[src/hw/rtl/sps_pkg.sv]
// Shared constants, payload types and sequencer states for the segmented prime sieve.
`timescale 1ns / 1ps
package sps_pkg;

  localparam int VALUE_BITS       = 32;
  localparam int LEN_BITS         = 7;
  localparam int MAX_SEGMENT      = 64;
  localparam int BASE_TABLE_DEPTH = 8192;
  localparam int BASE_IDX_BITS    = $clog2(BASE_TABLE_DEPTH);
  localparam int COUNT_BITS       = BASE_IDX_BITS + 1;
  localparam int PRIME_BITS       = 17;
  localparam int SIEVE_DEPTH      = 65538;
  localparam int SIEVE_ADDR_BITS  = $clog2(SIEVE_DEPTH);
  localparam int SQRT_IN_BITS     = VALUE_BITS + 1;
  localparam int ROOT_BITS        = 21;
  localparam logic [VALUE_BITS-1:0] CUTOFF_RESET = VALUE_BITS'(1000000);

  typedef struct packed {
    logic [VALUE_BITS-1:0] segment_low;
    logic [LEN_BITS-1:0]   segment_len;
  } in_t;

  typedef struct packed {
    logic [VALUE_BITS-1:0] prime;
    logic                  valid_res;
    logic                  last;
  } out_t;

  typedef enum logic [13:0] {
    S_IDLE    = 14'h0001,
    S_BROOT   = 14'h0002,
    S_INIT    = 14'h0004,
    S_BP_RD   = 14'h0008,
    S_BP_CHK  = 14'h0010,
    S_STRIKE  = 14'h0020,
    S_COL_RD  = 14'h0040,
    S_COL_CHK = 14'h0080,
    S_SROOT   = 14'h0100,
    S_PR_RD   = 14'h0200,
    S_PR_CHK  = 14'h0400,
    S_DIV     = 14'h0800,
    S_MARK    = 14'h1000,
    S_EMIT    = 14'h2000
  } state_t;

endpackage

[src/hw/rtl/sps_div.sv]
// Bit-serial restoring divider that returns the remainder of a segment start by a base prime.
`timescale 1ns / 1ps
module sps_div (
  input  logic                           clk,
  input  logic                           rst_n,
  input  logic                           go,
  input  logic [sps_pkg::VALUE_BITS-1:0] dividend,
  input  logic [sps_pkg::PRIME_BITS-1:0] divisor,
  output logic                           done,
  output logic [sps_pkg::PRIME_BITS-1:0] remainder
);
  import sps_pkg::*;

  localparam int CNT_BITS = $clog2(VALUE_BITS + 1);

  logic                  run_r, run_nxt;
  logic                  done_r, done_nxt;
  logic [CNT_BITS-1:0]   cnt_r, cnt_nxt;
  logic [PRIME_BITS-1:0] rem_r, rem_nxt;
  logic [PRIME_BITS-1:0] dsr_r, dsr_nxt;
  logic [VALUE_BITS-1:0] dvd_r, dvd_nxt;
  logic [PRIME_BITS:0]   trial;

  // one quotient bit per cycle
  always_comb begin
    run_nxt  = run_r;
    done_nxt = 1'b0;
    cnt_nxt  = cnt_r;
    rem_nxt  = rem_r;
    dsr_nxt  = dsr_r;
    dvd_nxt  = dvd_r;
    trial    = {rem_r, dvd_r[VALUE_BITS-1]};
    if (go) begin
      run_nxt = 1'b1;
      cnt_nxt = CNT_BITS'(VALUE_BITS);
      rem_nxt = '0;
      dsr_nxt = divisor;
      dvd_nxt = dividend;
    end else if (run_r) begin
      if (trial >= {1'b0, dsr_r}) begin
        rem_nxt = PRIME_BITS'(trial - {1'b0, dsr_r});
      end else begin
        rem_nxt = trial[PRIME_BITS-1:0];
      end
      dvd_nxt = dvd_r << 1;
      cnt_nxt = cnt_r - 1'b1;
      if (cnt_r == CNT_BITS'(1)) begin
        run_nxt  = 1'b0;
        done_nxt = 1'b1;
      end
    end
  end

  always_ff @(posedge clk) begin
    if (!rst_n) begin
      run_r  <= 1'b0;
      done_r <= 1'b0;
      cnt_r  <= '0;
    end else begin
      run_r  <= run_nxt;
      done_r <= done_nxt;
      cnt_r  <= cnt_nxt;
    end
    rem_r <= rem_nxt;
    dsr_r <= dsr_nxt;
    dvd_r <= dvd_nxt;
  end

  assign done      = done_r;
  assign remainder = rem_r;

endmodule

[config.mk]
export PLATFORM = sky130hd
export DESIGN_NAME = sps_div
export DESIGN_NICKNAME = d
export VERILOG_FILES = /design/src/hw/rtl/sps_pkg.sv /design/src/hw/rtl/sps_div.sv
export SDC_FILE = /design/constraint.sdc
export NUM_CORES = 1
export LEC_CHECK = 0
export ABC_AREA = 1
export BUFFER_PORTS_ARGS = -buffer_cell sky130_fd_sc_hd__buf_2
export CAP_MARGIN = 15
export CORE_MARGIN = 1
export CORE_UTILIZATION = 57
export DETAILED_ROUTE_END_ITERATION = 12
export MAX_ROUTING_LAYER = met4
export PLACE_DENSITY = 0.82
export SYNTH_ARGS = -nofsm -noshare
export SYNTH_HDL_FRONTEND = slang
export SYNTH_SLANG_ARGS = --single-unit
[constraint.sdc]
create_clock -name clk -period 2.5 [get_ports clk]
set_input_delay 0.375 -clock clk [delete_from_list [all_inputs] [get_ports clk]]
set_output_delay 0.375 -clock clk [all_outputs]
set_load 0.02 [all_outputs]
### Yosys cells after proc, flatten, opt, wreduce, memory -nomap -nowiden

Index checks and enable logic that the tools add are counted.

* register bits after elaboration: 74
* input bits: 52
* output and inout bits: 18

* add/subtract/negate cells: 2
* magnitude comparators: 1
* eq/ne operators: 1
* mux-type cells: 9
* bitwise gates (word level): 2
* reductions and logical operators: 3

Operators by type and width (number)
* $mux W32: 2
* $ge A18 B17 Y1: 1
* $mux W17: 1
* $sub A17 B17 Y17: 1
* $mux W6: 2
* $eq A6 B1 Y1 const B: 1
* $sub A6 B1 Y6 const B: 1
* $mux W1: 4
* $reduce_or A3 Y1: 1
* $not A1 Y1: 2
* $reduce_bool A2 Y1: 1
* $reduce_or A2 Y1: 1

### Depth between registers and ports, before layout

* depth in word-level cells: 4
* gate-level depth with buffers: 14
* mapped depth without buffers: 14

### Worst setup path before layout

OpenSTA, ideal clock, no wires.

* kind: reg-to-reg
* start: reg rem_r[13] (netlist: remainder[13])
* end: reg rem_r[7] (netlist: remainder[7])
* arrival time: 1.757 ns
* required time: 2.344 ns
* slack: 0.588 ns
* cell stages (with the launch flop): 13
* clock period less this slack: 1.912 ns
* path through: dfxtp_1 > ha_1 > nand2_1 > inv_1 > nand2_1 > inv_2 > nand2_1 > nand2_2 > nor2_4 > buf_2 > nand3_1 > nand3_1 > o21ai_1

* longest elaborated chain between the ends: 2

RTL lines
* start, declared: RTL line sps_div.sv:19 `logic [PRIME_BITS-1:0] rem_r, rem_nxt;`
* start signal, assigned: RTL line sps_div.sv:64 `rem_r <= rem_nxt;`
* $ge A18 B17 Y1: RTL line sps_div.sv:40 `if (trial >= {1'b0, dsr_r}) begin`
* $mux W17: RTL line sps_div.sv:40

No other way between the ends.
A chain may end at the register's enable or synchronous reset.

### Worst setup path after layout

* start: reg dvd_r[31]
* end: reg rem_r[6] (netlist: remainder[6])

* longest elaborated chain between the ends: 2

RTL lines
* start, declared: RTL line sps_div.sv:21 `logic [VALUE_BITS-1:0] dvd_r, dvd_nxt;`
* start signal, assigned: RTL line sps_div.sv:66 `dvd_r <= dvd_nxt;`
* $sub A17 B17 Y17 / $ge A18 B17 Y1 (equally long branches): RTL line sps_div.sv:41, sps_div.sv:40
* $mux W17 (*): RTL line sps_div.sv:40

Every way passes the cells marked *; elsewhere a longest branch is shown, timed or not.

==> flow_summary.toml <==
[worst_setup_path]
critPathKind = "flop to flop"
worstPathRequired_ps = 2760
cp-end-kind = "flop"
worstPathMaxFanout = 19
worstSetupStartpointType = "flop"
critPathArrivalTime_ps = 2470

[sta]
finalSetupTns_ps = 0
fmaxAchievable_mhz = 453
slew_headroom_pct = 45.0
tightest_slew_ps = 825
fin_skew_ps = 9.43
drv_slew = 0
hold_violations = 0
min_period_ps = 2210
setup_ws_ps = 292
rsz0062_at_grt = "false"
min_period_over_period_pct = 88.3
setup_viol = 0

[yosys]
synth_cell_types = 32
synthCells = 544
syn_nets = 616
synth_fa_ha_area_share_pct = 6.06
avgSynthCellArea_um2 = 7.81
yosysWarnings = 0
synth_xor_area_share_pct = 1.85
synth_area_mm2 = 0.00425
synth_simple_gate_area_share_pct = 33.7
ys_top_cells_by_area = "edfxtp_1 (35%), nand2_1 (19%), dfxtp_1 (12%)"
synth_top_cell_area_share_pct = 34.6
synth_mux_area_share_pct = 0
synth_top_cell_by_area = "edfxtp_1"
synth_compound_area_share_pct = 2.83
synth_top_family_by_area = "simple AND/OR/NAND/NOR gates"
synth-seq-cells = 74
ys_seq_area_share_pct = 46.4

[min_path]
hold_class = "primary input to flop"

[layout]
drive_gt1_share_pct = 19.8
fillCellCount = 623
n_antenna_cell = 0
area_growth_pct = 15.7
nets = 689

[place]
port_buffers = 69
place.gp.congestion = 0.940
place_ws_ps = 350
dpl.hpwl_um = 6610

[clocking]
cts_htree_levels = 3
path_clk_slew_ps = 80
cts.path.max_buffers = 2
ctsResizeCount = 0
hold_buffers = 0
cts-root-buf = "clkbuf_8"
cts_tree = "done"
clock-sinks = 74
numCtsBuffers = 9
postCtsSetupRepairBufs = 0
clk_latency_ps = 350

[global_routing]
grt_pass1_vias = 3412
antenna_found_initial = 0
grtUsageTotal_pct = 26.6
grt_start_max_net_pins = 48
grt_overflow = 0
grt_pass1_wl_um = 15200

[routing]
wl_per_cell_um = 12.8
viasPerCell = 5.05
vias = 3638
firstDrtPassIters = 5
drtIter0Drc = 232
dr_wl_met3_um = 521
wirelength_um = 9240
ant_nets = 0
drt-met1-wl_um = 4070
drc_errors = 0
top_layer = "met4"
wl_met2_um = 4460

[floorplanning]
die_area_mm2 = 0.00781
die_y_um = 88.4
rows = 31
start_util_pct = 58.9
io_pins = 70
dieWidth_um = 88.4
core-area_mm2 = 0.00721

[power_and_ir_drop]
power_mw = 2.76
p_leak_nw = 2.61
ir_drop_mv = 0.384
p_per_area_mw_per_mm2 = 561

[status]
status = "completed"

[job]
max_cap_viol_count = 0
[synth_stat cells]
cell / n
a211oi_1: 2
a21oi_1: 11
and3_1: 1
buf_1: 1
buf_12: 1
buf_2: 3
clkbuf_1: 7
dfxtp_1: 25
edfxtp_1: 49
fa_1: 1
ha_1: 19
inv_1: 81
inv_2: 5
nand2_1: 215
nand2_2: 8
nand2_4: 2
nand3_1: 38
nand3_2: 10
nand3b_1: 7
nand4_1: 3
nor2_1: 22
nor2_2: 3
nor2_4: 2
nor3_1: 4
nor3_4: 1
nor3b_1: 1
o21ai_0: 8
o21ai_1: 2
or2_1: 1
or2_2: 2
xnor2_1: 6
xor2_1: 3
[cell families (layout without fill, tap and decap cells)]
kind of cell | after synthesis | in the layout
AOI/OAI and AO/OA | 23 | 23
xor gates and xnor gates | 9 | 9
adders and majority gates | 20 | 20
buffers and inverters | 98 | 176
DFF | 74 | 74
and+or+nand+nor | 320 | 320
[routing by layer]
metal,GRT usage [%],vias up
li1,-,1852
met1,33.0,1640
met2,43.3,127
met3,4.29,19
met4,10.9,0
met5,-,-
[cell type report]
class                   count  area (um2)  share of cell area, %
flip-flops and latches     74        1970                   40.1
multi-input cells         372        1890                   38.4
repair buffers             74         395                   8.04
inverters                  86         323                   6.56
clock buffers              11         151                   3.08
well taps                  99         124                   2.52
clock inverters             5        62.6                   1.27
[placed cells by master (no fill, tap or decap), types with 3 or more instances in the layout]
cell type,netlist,layout
buf_4,0,4
a21oi_1,11,11
inv_1,81,81
nand3_1,38,38
nand3_2,10,10
inv_2,5,5
o21ai_0,8,8
xor2_1,3,3
ha_1,19,19
xnor2_1,6,6
nand2_2,8,8
edfxtp_1,49,49
dfxtp_1,25,25
buf_2,3,69
nor2_1,22,22
nand3b_1,7,7
nand4_1,3,3
nor3_1,4,4
clkbuf_8,0,11
nor2_2,3,3
nand2_1,215,215
[worst max-delay path, cell delays in order, from the launching register on]
cell and delay (ps):
edfxtp_1 360, inv_1 80, ha_1 140, inv_1 60, fa_1 440, nand3_1 160, nand3_2 130, nand2_4 240
nand2_4 230, nand2_1 120, nand3_1 70, o21ai_0 90
[final timing paths]
| check | startpoint | endpoint | slack (ps) | cells after the start |
|---|---|---|---|---|
| min reg2reg | cnt_r[0] | cnt_r[0] | 490 | 2 |
| max reg2reg | dvd_r[31] | remainder[6] | 290 | 11 |
| min | divisor[2] | dsr_r[2] | 190 | 1 |
| max | dvd_r[31] | remainder[6] | 290 | 11 |
[where the power goes]
| group | leakage, nW | switching (mW) | internal [mW] |
|---|---|---|---|
| Sequential | 0.698 | 0.0294 | 1.40 |
| Clock | 0.102 | 0.466 | 0.519 |
| Combinational | 1.81 | 0.212 | 0.126 |
| Total | 2.61 | 0.708 | 2.05 |
[metrics by stage]
step	hold slack, ps	cells	cell area (um2)	utilization [%]
after floorplan	461	544	4250	-
after global placement	472	705	4700	65.2
after detailed placement	476	705	4700	65.2
after CTS	182	721	4920	68.2
after global routing	184	721	4920	68.2
final	192	721	4920	68.2
[state kept, by name, indices dropped and copies added, names as in the netlist]
signal / flops
cnt_r: 6
done: 1
dsr_r: 17
dvd_r: 32
remainder: 17
run_r: 1
(Power assumes the default switching activity.)
