===== src/hw/rtl/sps_pkg.sv =====
// Shared constants, payload types and sequencer states for the segmented prime sieve.
`timescale 1ns / 1ps
package sps_pkg;

  localparam int VALUE_BITS       = 32;
  localparam int LEN_BITS         = 7;
  localparam int MAX_SEGMENT      = 64;
  localparam int BASE_TABLE_DEPTH = 8192;
  localparam int BASE_IDX_BITS    = $clog2(BASE_TABLE_DEPTH);
  localparam int COUNT_BITS       = BASE_IDX_BITS + 1;
  localparam int PRIME_BITS       = 17;
  localparam int SIEVE_DEPTH      = 65538;
  localparam int SIEVE_ADDR_BITS  = $clog2(SIEVE_DEPTH);
  localparam int SQRT_IN_BITS     = VALUE_BITS + 1;
  localparam int ROOT_BITS        = 21;
  localparam logic [VALUE_BITS-1:0] CUTOFF_RESET = VALUE_BITS'(1000000);

  typedef struct packed {
    logic [VALUE_BITS-1:0] segment_low;
    logic [LEN_BITS-1:0]   segment_len;
  } in_t;

  typedef struct packed {
    logic [VALUE_BITS-1:0] prime;
    logic                  valid_res;
    logic                  last;
  } out_t;

  typedef enum logic [13:0] {
    S_IDLE    = 14'h0001,
    S_BROOT   = 14'h0002,
    S_INIT    = 14'h0004,
    S_BP_RD   = 14'h0008,
    S_BP_CHK  = 14'h0010,
    S_STRIKE  = 14'h0020,
    S_COL_RD  = 14'h0040,
    S_COL_CHK = 14'h0080,
    S_SROOT   = 14'h0100,
    S_PR_RD   = 14'h0200,
    S_PR_CHK  = 14'h0400,
    S_DIV     = 14'h0800,
    S_MARK    = 14'h1000,
    S_EMIT    = 14'h2000
  } state_t;

endpackage


===== src/hw/rtl/sps_isqrt.sv =====
// Bit-at-a-time integer square root, one trial square and compare per cycle.
`timescale 1ns / 1ps
module sps_isqrt (
  input  logic                             clk,
  input  logic                             rst_n,
  input  logic                             go,
  input  logic [sps_pkg::SQRT_IN_BITS-1:0] radicand,
  output logic                             done,
  output logic [sps_pkg::ROOT_BITS-1:0]    root
);
  import sps_pkg::*;

  logic                    run_r, run_nxt;
  logic                    done_r, done_nxt;
  logic [ROOT_BITS-1:0]    bit_r, bit_nxt;
  logic [ROOT_BITS-1:0]    root_r, root_nxt;
  logic [SQRT_IN_BITS-1:0] rad_r, rad_nxt;
  logic [ROOT_BITS-1:0]    trial;
  logic [2*ROOT_BITS-1:0]  trial_sq;

  // keep the trial bit when its square still fits
  always_comb begin
    run_nxt  = run_r;
    done_nxt = 1'b0;
    bit_nxt  = bit_r;
    root_nxt = root_r;
    rad_nxt  = rad_r;
    trial    = root_r | bit_r;
    trial_sq = trial * trial;
    if (go) begin
      run_nxt  = 1'b1;
      bit_nxt  = {1'b1, {(ROOT_BITS-1){1'b0}}};
      root_nxt = '0;
      rad_nxt  = radicand;
    end else if (run_r) begin
      if (trial_sq <= (2*ROOT_BITS)'(rad_r)) begin
        root_nxt = trial;
      end
      bit_nxt = bit_r >> 1;
      if (bit_r[0]) begin
        run_nxt  = 1'b0;
        done_nxt = 1'b1;
      end
    end
  end

  always_ff @(posedge clk) begin
    if (!rst_n) begin
      run_r  <= 1'b0;
      done_r <= 1'b0;
    end else begin
      run_r  <= run_nxt;
      done_r <= done_nxt;
    end
    bit_r  <= bit_nxt;
    root_r <= root_nxt;
    rad_r  <= rad_nxt;
  end

  assign done = done_r;
  assign root = root_r;

endmodule


===== config.mk =====
export PLATFORM = sky130hd
export DESIGN_NAME = sps_isqrt
export DESIGN_NICKNAME = d
export VERILOG_FILES = /design/src/hw/rtl/sps_pkg.sv /design/src/hw/rtl/sps_isqrt.sv
export SDC_FILE = /design/constraint.sdc
export NUM_CORES = 1
export LEC_CHECK = 0
export BUFFER_PORTS_ARGS = -buffer_cell sky130_fd_sc_hd__buf_2
export CAP_MARGIN = 10
export CORE_UTILIZATION = 35
export DETAILED_ROUTE_END_ITERATION = 8
export PLACE_DENSITY = 0.55
export SYNTH_ARGS = -nofsm -noshare
export SYNTH_HDL_FRONTEND = slang
export SYNTH_SLANG_ARGS = --single-unit

===== constraint.sdc =====
create_clock -name clk -period 7.6 [get_ports clk]
set_input_delay 0.38 -clock clk [delete_from_list [all_inputs] [get_ports clk]]
set_output_delay 0.38 -clock clk [all_outputs]
set_load 0.005 [all_outputs]

# Word level (Yosys, flattened, before mapping)

Index checks and enable logic that the tools add are counted.

Multipliers: 1
$lt $le $gt $ge: 1
Mux-type cells: 4
Bitwise operators: 3
Reductions and logical operators: 2

Operators with widths:

| operator                       | count |
|---|---|
| <= comparator 42 x 33 -> 1 bit | 1 |
| multiplier 21 x 21 -> 42 bit   | 1 |
| OR 21 bit                      | 1 |
| two-way mux 1 bit              | 4 |
| OR reduction 3 bit             | 1 |
| NOT 1 bit                      | 2 |
| AND reduction 2 bit            | 1 |

Flip-flop bits (word level): 77
Input port bits: 36
Output and inout bits: 22
Word-level logic and storage cells: 16

# Depth between registers and ports, before layout

Word-level depth: 4
Depth in mapped cells: 40
Gate-level depth less buffers: 37

# Worst setup path after synthesis

No wires, ideal clock.

Path kind: flip-flop to flip-flop
From: register root_r[13] (netlist: root[13])
To: register root_r[0] (netlist: root[0])
Library setup time: 76 ps
Data arrival time: 8087 ps
Data required time: 7524 ps
Path slack: -564 ps
Cell stages (with the launch flop): 36
Path buffers: 3
Clock period less this slack: 8164 ps
Cell sequence: dfxtp_1 -> nor2_1 -> inv_1 -> clkbuf_1 -> nand2_1 -> inv_1 -> fa_1 -> inv_1 -> fa_1 -> fa_1 -> inv_1 -> fa_1 -> fa_1 -> fa_1 -> inv_1 -> fa_1 -> inv_1 -> ha_1 -> buf_2 -> a21oi_1 -> o211ai_1 -> a21oi_1 -> o21ai_1 -> or2_2 -> xor2_1 -> ha_1 -> nand4_1 -> nor4_1 -> and3_1 -> a31oi_1 -> a2111oi_0 -> nand4_1 -> nor4_2 -> nand4_2 -> buf_6 -> o22ai_2

Cells in the longest elaborated chain, start to end: 4

Ends and longest elaborated chain:

| what                                 | line            | text |
|---|---|---|
| from (decl)                          | sps_isqrt.sv:16 | `logic [ROOT_BITS-1:0] root_r, root_nxt;` |
| from (signal assigned)               | sps_isqrt.sv:56 | `root_r <= root_nxt;` |
| OR 21 bit                            | sps_isqrt.sv:28 | `trial = root_r \| bit_r;` |
| net trial[13]                        | sps_isqrt.sv:18 | `logic [ROOT_BITS-1:0] trial;` |
| multiplier 21 x 21 -> 42 bit         | sps_isqrt.sv:29 | `trial_sq = trial * trial;` |
| <= comparator 42 x 33 -> 1 bit       | sps_isqrt.sv:36 | `if (trial_sq <= (2*ROOT_BITS)'(rad_r)) begin` |
| AND reduction 2 bit (no source line) | -               |  |

The timed path passes the listed nets, and every way through them passes these cells.
A chain may end at the register's enable or synchronous reset.

# Final worst setup path

From: register bit_r[5]
To: register root_r[1] (netlist: root[1])

Cells in the longest elaborated chain, start to end: 4

Ends and longest elaborated chain:

| what                                 | line            | text |
|---|---|---|
| from (decl)                          | sps_isqrt.sv:15 | `logic [ROOT_BITS-1:0] bit_r, bit_nxt;` |
| from (signal assigned)               | sps_isqrt.sv:55 | `bit_r <= bit_nxt;` |
| OR 21 bit                            | sps_isqrt.sv:28 |  |
| multiplier 21 x 21 -> 42 bit         | sps_isqrt.sv:29 |  |
| <= comparator 42 x 33 -> 1 bit       | sps_isqrt.sv:36 |  |
| AND reduction 2 bit (no source line) | -               |  |

No other way between the ends.

==> impl_metrics.tcl <==
set metrics [dict create \
    path_clk_slew_ps 70 \
    min_period_over_period_pct 110 \
    path_class "flip-flop to flip-flop" \
    status "finished, violations left" \
    hold_depth 1 \
    grt.overflow.total 0 \
    cts_buffer_depth 2 \
    row_count 78 \
    slew_headroom_pct 44.4 \
    min_from "radicand[17]" \
    stdcell_count 2776 \
    cp_slowest_stage_delay_ps 580 \
    num_antenna_cells 0 \
    p_leak_nw 11.2 \
    drv_cap 0 \
    die_h_um 217 \
    drtAntennaViolNets 0 \
    cts_tree "yes" \
    insertion_delay_ps 390 \
    start_util_pct 35.5 \
    finClkSkew_ps 12.1 \
    violations "setup timing" \
    ys.flop_type "dfxtp_1" \
    syn-num-nets 2319 \
    rr_worst_depth 37 \
    drc 0 \
    firstDrtPassIters 5 \
    p_total_mw 1.02 \
    clock.fmax_ghz 0.120 \
    cp-end-kind "flip-flop" \
    fp.dieW_um 217 \
    holdPathEnd "rad_r[17]" \
    layout_common_cells "inv_1, buf_4, fa_1" \
    antenna_found_initial 1 \
    required_ps 7910 \
    yosys_warnings 0 \
    io_buffers 57 \
    drt-total-wl_um 46600 \
    cts_buffers 9 \
    vias_per_cell 4.70 \
    fill_cells 4410 \
    grt_pass1_wl_um 76000 \
    post_drt_wl_per_cell_um 16.8 \
    drive_gt1_share_pct 28.8 \
    die_area_mm2 0.0469 \
    netlist_instances 1793 \
    place_inst 2727 \
    area_growth_syn_to_layout_pct 29.6 \
    worst_pin_slew_ps 835 \
    design.core.area_mm2 0.0454 \
    synth_seq_cells 77 \
    critPathLaunchType "flip-flop" \
    powerDensity_mw_per_mm2 49.0 \
    cp_common_cell "fa_1" \
    syn_area_mm2 0.0161 \
    fin_nets 2697 \
    ys_seq_area_share_pct 11.6 \
    synth_area_per_cell_um2 8.99 \
    drt_iter0_markers 578 \
    mostFrequentLayoutCell "inv_1" \
    r2r_slack_ps -730 \
    irDropWorstVdd_mv 0.157 \
    rsz0062_at_grt "yes" \
    r2r-end "root[1]" \
    clock-root-buffer "clkbuf_16" \
    fin_crit_ps 8330 \
    path_max_fanout 5 \
    finalSetupViolCount 21 \
    dp_hpwl_um 40400 \
    grt_pass1_vias 14100 \
    io_pins 58 \
    utilization_pct 46.0 \
    async_flop_share_pct 0 \
    grt.total_usage_pct 21.1 \
    worst_slack_ps -732 \
    fin_setup_tns_ps -13850 \
    grt_max_degree 58 \
    worstPathArrival_ps 8640 \
    synth_cell_types 65 \
    worst_hold_path_type "input port to flip-flop" \
    htree_levels 3 \
    clkSinkCount 77 \
    gp_congestion 0.895 \
    cts_hold_buffers 0 \
    synth_edf_count 33 \
    r2r_start "bit_r[5]" \
    fin_area_mm2 0.0209 \
    slew_violations 0 \
    crit_slowest_cell "fa_1" \
    place_area_mm2 0.0197 \
    vias 13000 \
    hold_viol 0 \
]
-- worst max path at each step --
stage                    from       end  slack (ps)  cells after the start
finish               bit_r[5]   root[1]        -730                     37
global route         bit_r[5]   root[1]       -1120                     36
CTS                  bit_r[4]  root[15]        -660                     38
detailed placement    root[4]  root[13]        -780                     37
global placement    bit_r[12]  root[13]        -670                     34
floorplan            root[14]   root[0]         -60                     39
-- report_power, final --
part	internal, mW	leakage, nW	switching, mW	total, mW
clock	0.258	0.147	0.200	0.458
combinational	0.0460	10.3	0.0667	0.113
sequential	0.449	0.688	0.00511	0.454
total	0.752	11.2	0.272	1.02
-- sequential cells by signal, summed over array words and instances, names as in the netlist --
signal / flops
run_r: 1
done: 1
rad_r: 33
root: 21
bit_r: 21
-- per-stage QoR --
stage          hold WS (ps)  setup slack [ps]
2_1_floorplan           422             -58.9
5_1_grt                 145             -1120
6_report                169              -732
4_1_cts                 139              -658
3_3_place_gp            495              -675
3_5_place_dp            501              -779
-- critical path: cells and delay by family (launching register included) --
kind	cells	cell delay (ps)
adder cells (fa/ha/maj)	9	4070
AND/OR/NAND/NOR	9	1560
AO/OA/AOI/OAI	7	1110
buffers and inverters	11	1030
flip-flops	1	340
XOR/XNOR	1	120
-- cell type report --
| cell class | count | area, um^2 | area share, % |
|---|---|---|---|
| clock buffers | 9 | 225 | 1.08 |
| clock inverters | 7 | 78.8 | 0.377 |
| flip-flops and latches | 77 | 1900 | 9.07 |
| multi-input cells | 1170 | 12900 | 61.7 |
| repair buffers | 419 | 3170 | 15.2 |
| inverters | 494 | 1880 | 8.98 |
| well taps | 600 | 751 | 3.59 |
-- synth_stat cells, drive strengths merged (3+ instances only) --
library cell	n	area, um^2
clkbuf	42	158
xor2	12	105
o211ai	5	37.5
fa	310	6210
and3	10	62.6
a2111oi	4	53.8
a31o	3	26.3
inv	490	1840
nand4	15	100
o21a	5	38.8
buf	10	57.6
nor4	6	43.8
a31oi	4	25.0
nor3	12	60.1
o21bai	5	37.5
nor2b	5	31.3
o221ai	3	26.3
o22ai	23	269
xnor2	25	219
a211oi	5	37.5
o21ai	39	195
dfxtp	44	881
clkinv	4	15.0
mux2i	22	220
nand2b	7	43.8
a21o	8	60.1
edfxtp	33	991
a21oi	68	340
nor2	156	586
nand2	189	709
ha	180	2250
and2	6	37.5
nand3	12	60.1
-- routing by layer --
metal / track usage (%) / part of all wire [%] / wire, um
met3: 4.94 / 5.5 / 2540
met1: 27.9 / 45 / 20900
met2: 34.1 / 47 / 22000
met5: 0 / 0 / 0
met4: 6.53 / 2.5 / 1170
-- cells by family after synthesis --
logic type	count (synthesis)	synth area share [%]
buffers and inverters	546	12.8
flip-flops	77	11.6
AND/OR/NAND/NOR	427	11.2
AO/OA/AOI/OAI	191	8.21
multiplexers	24	1.51
adder cells (fa/ha/maj)	490	52.5
XOR/XNOR	38	2.15
-- repair_timing --
item,4_1_cts,5_1_grt
setup buffers,20,11
gates cloned,2,0
gates resized for setup,81,75
pin swaps,34,43
hold endpoints to repair,0,0
endpoints found under the setup margin,21,21
Power figures use the tool's default switching activity.
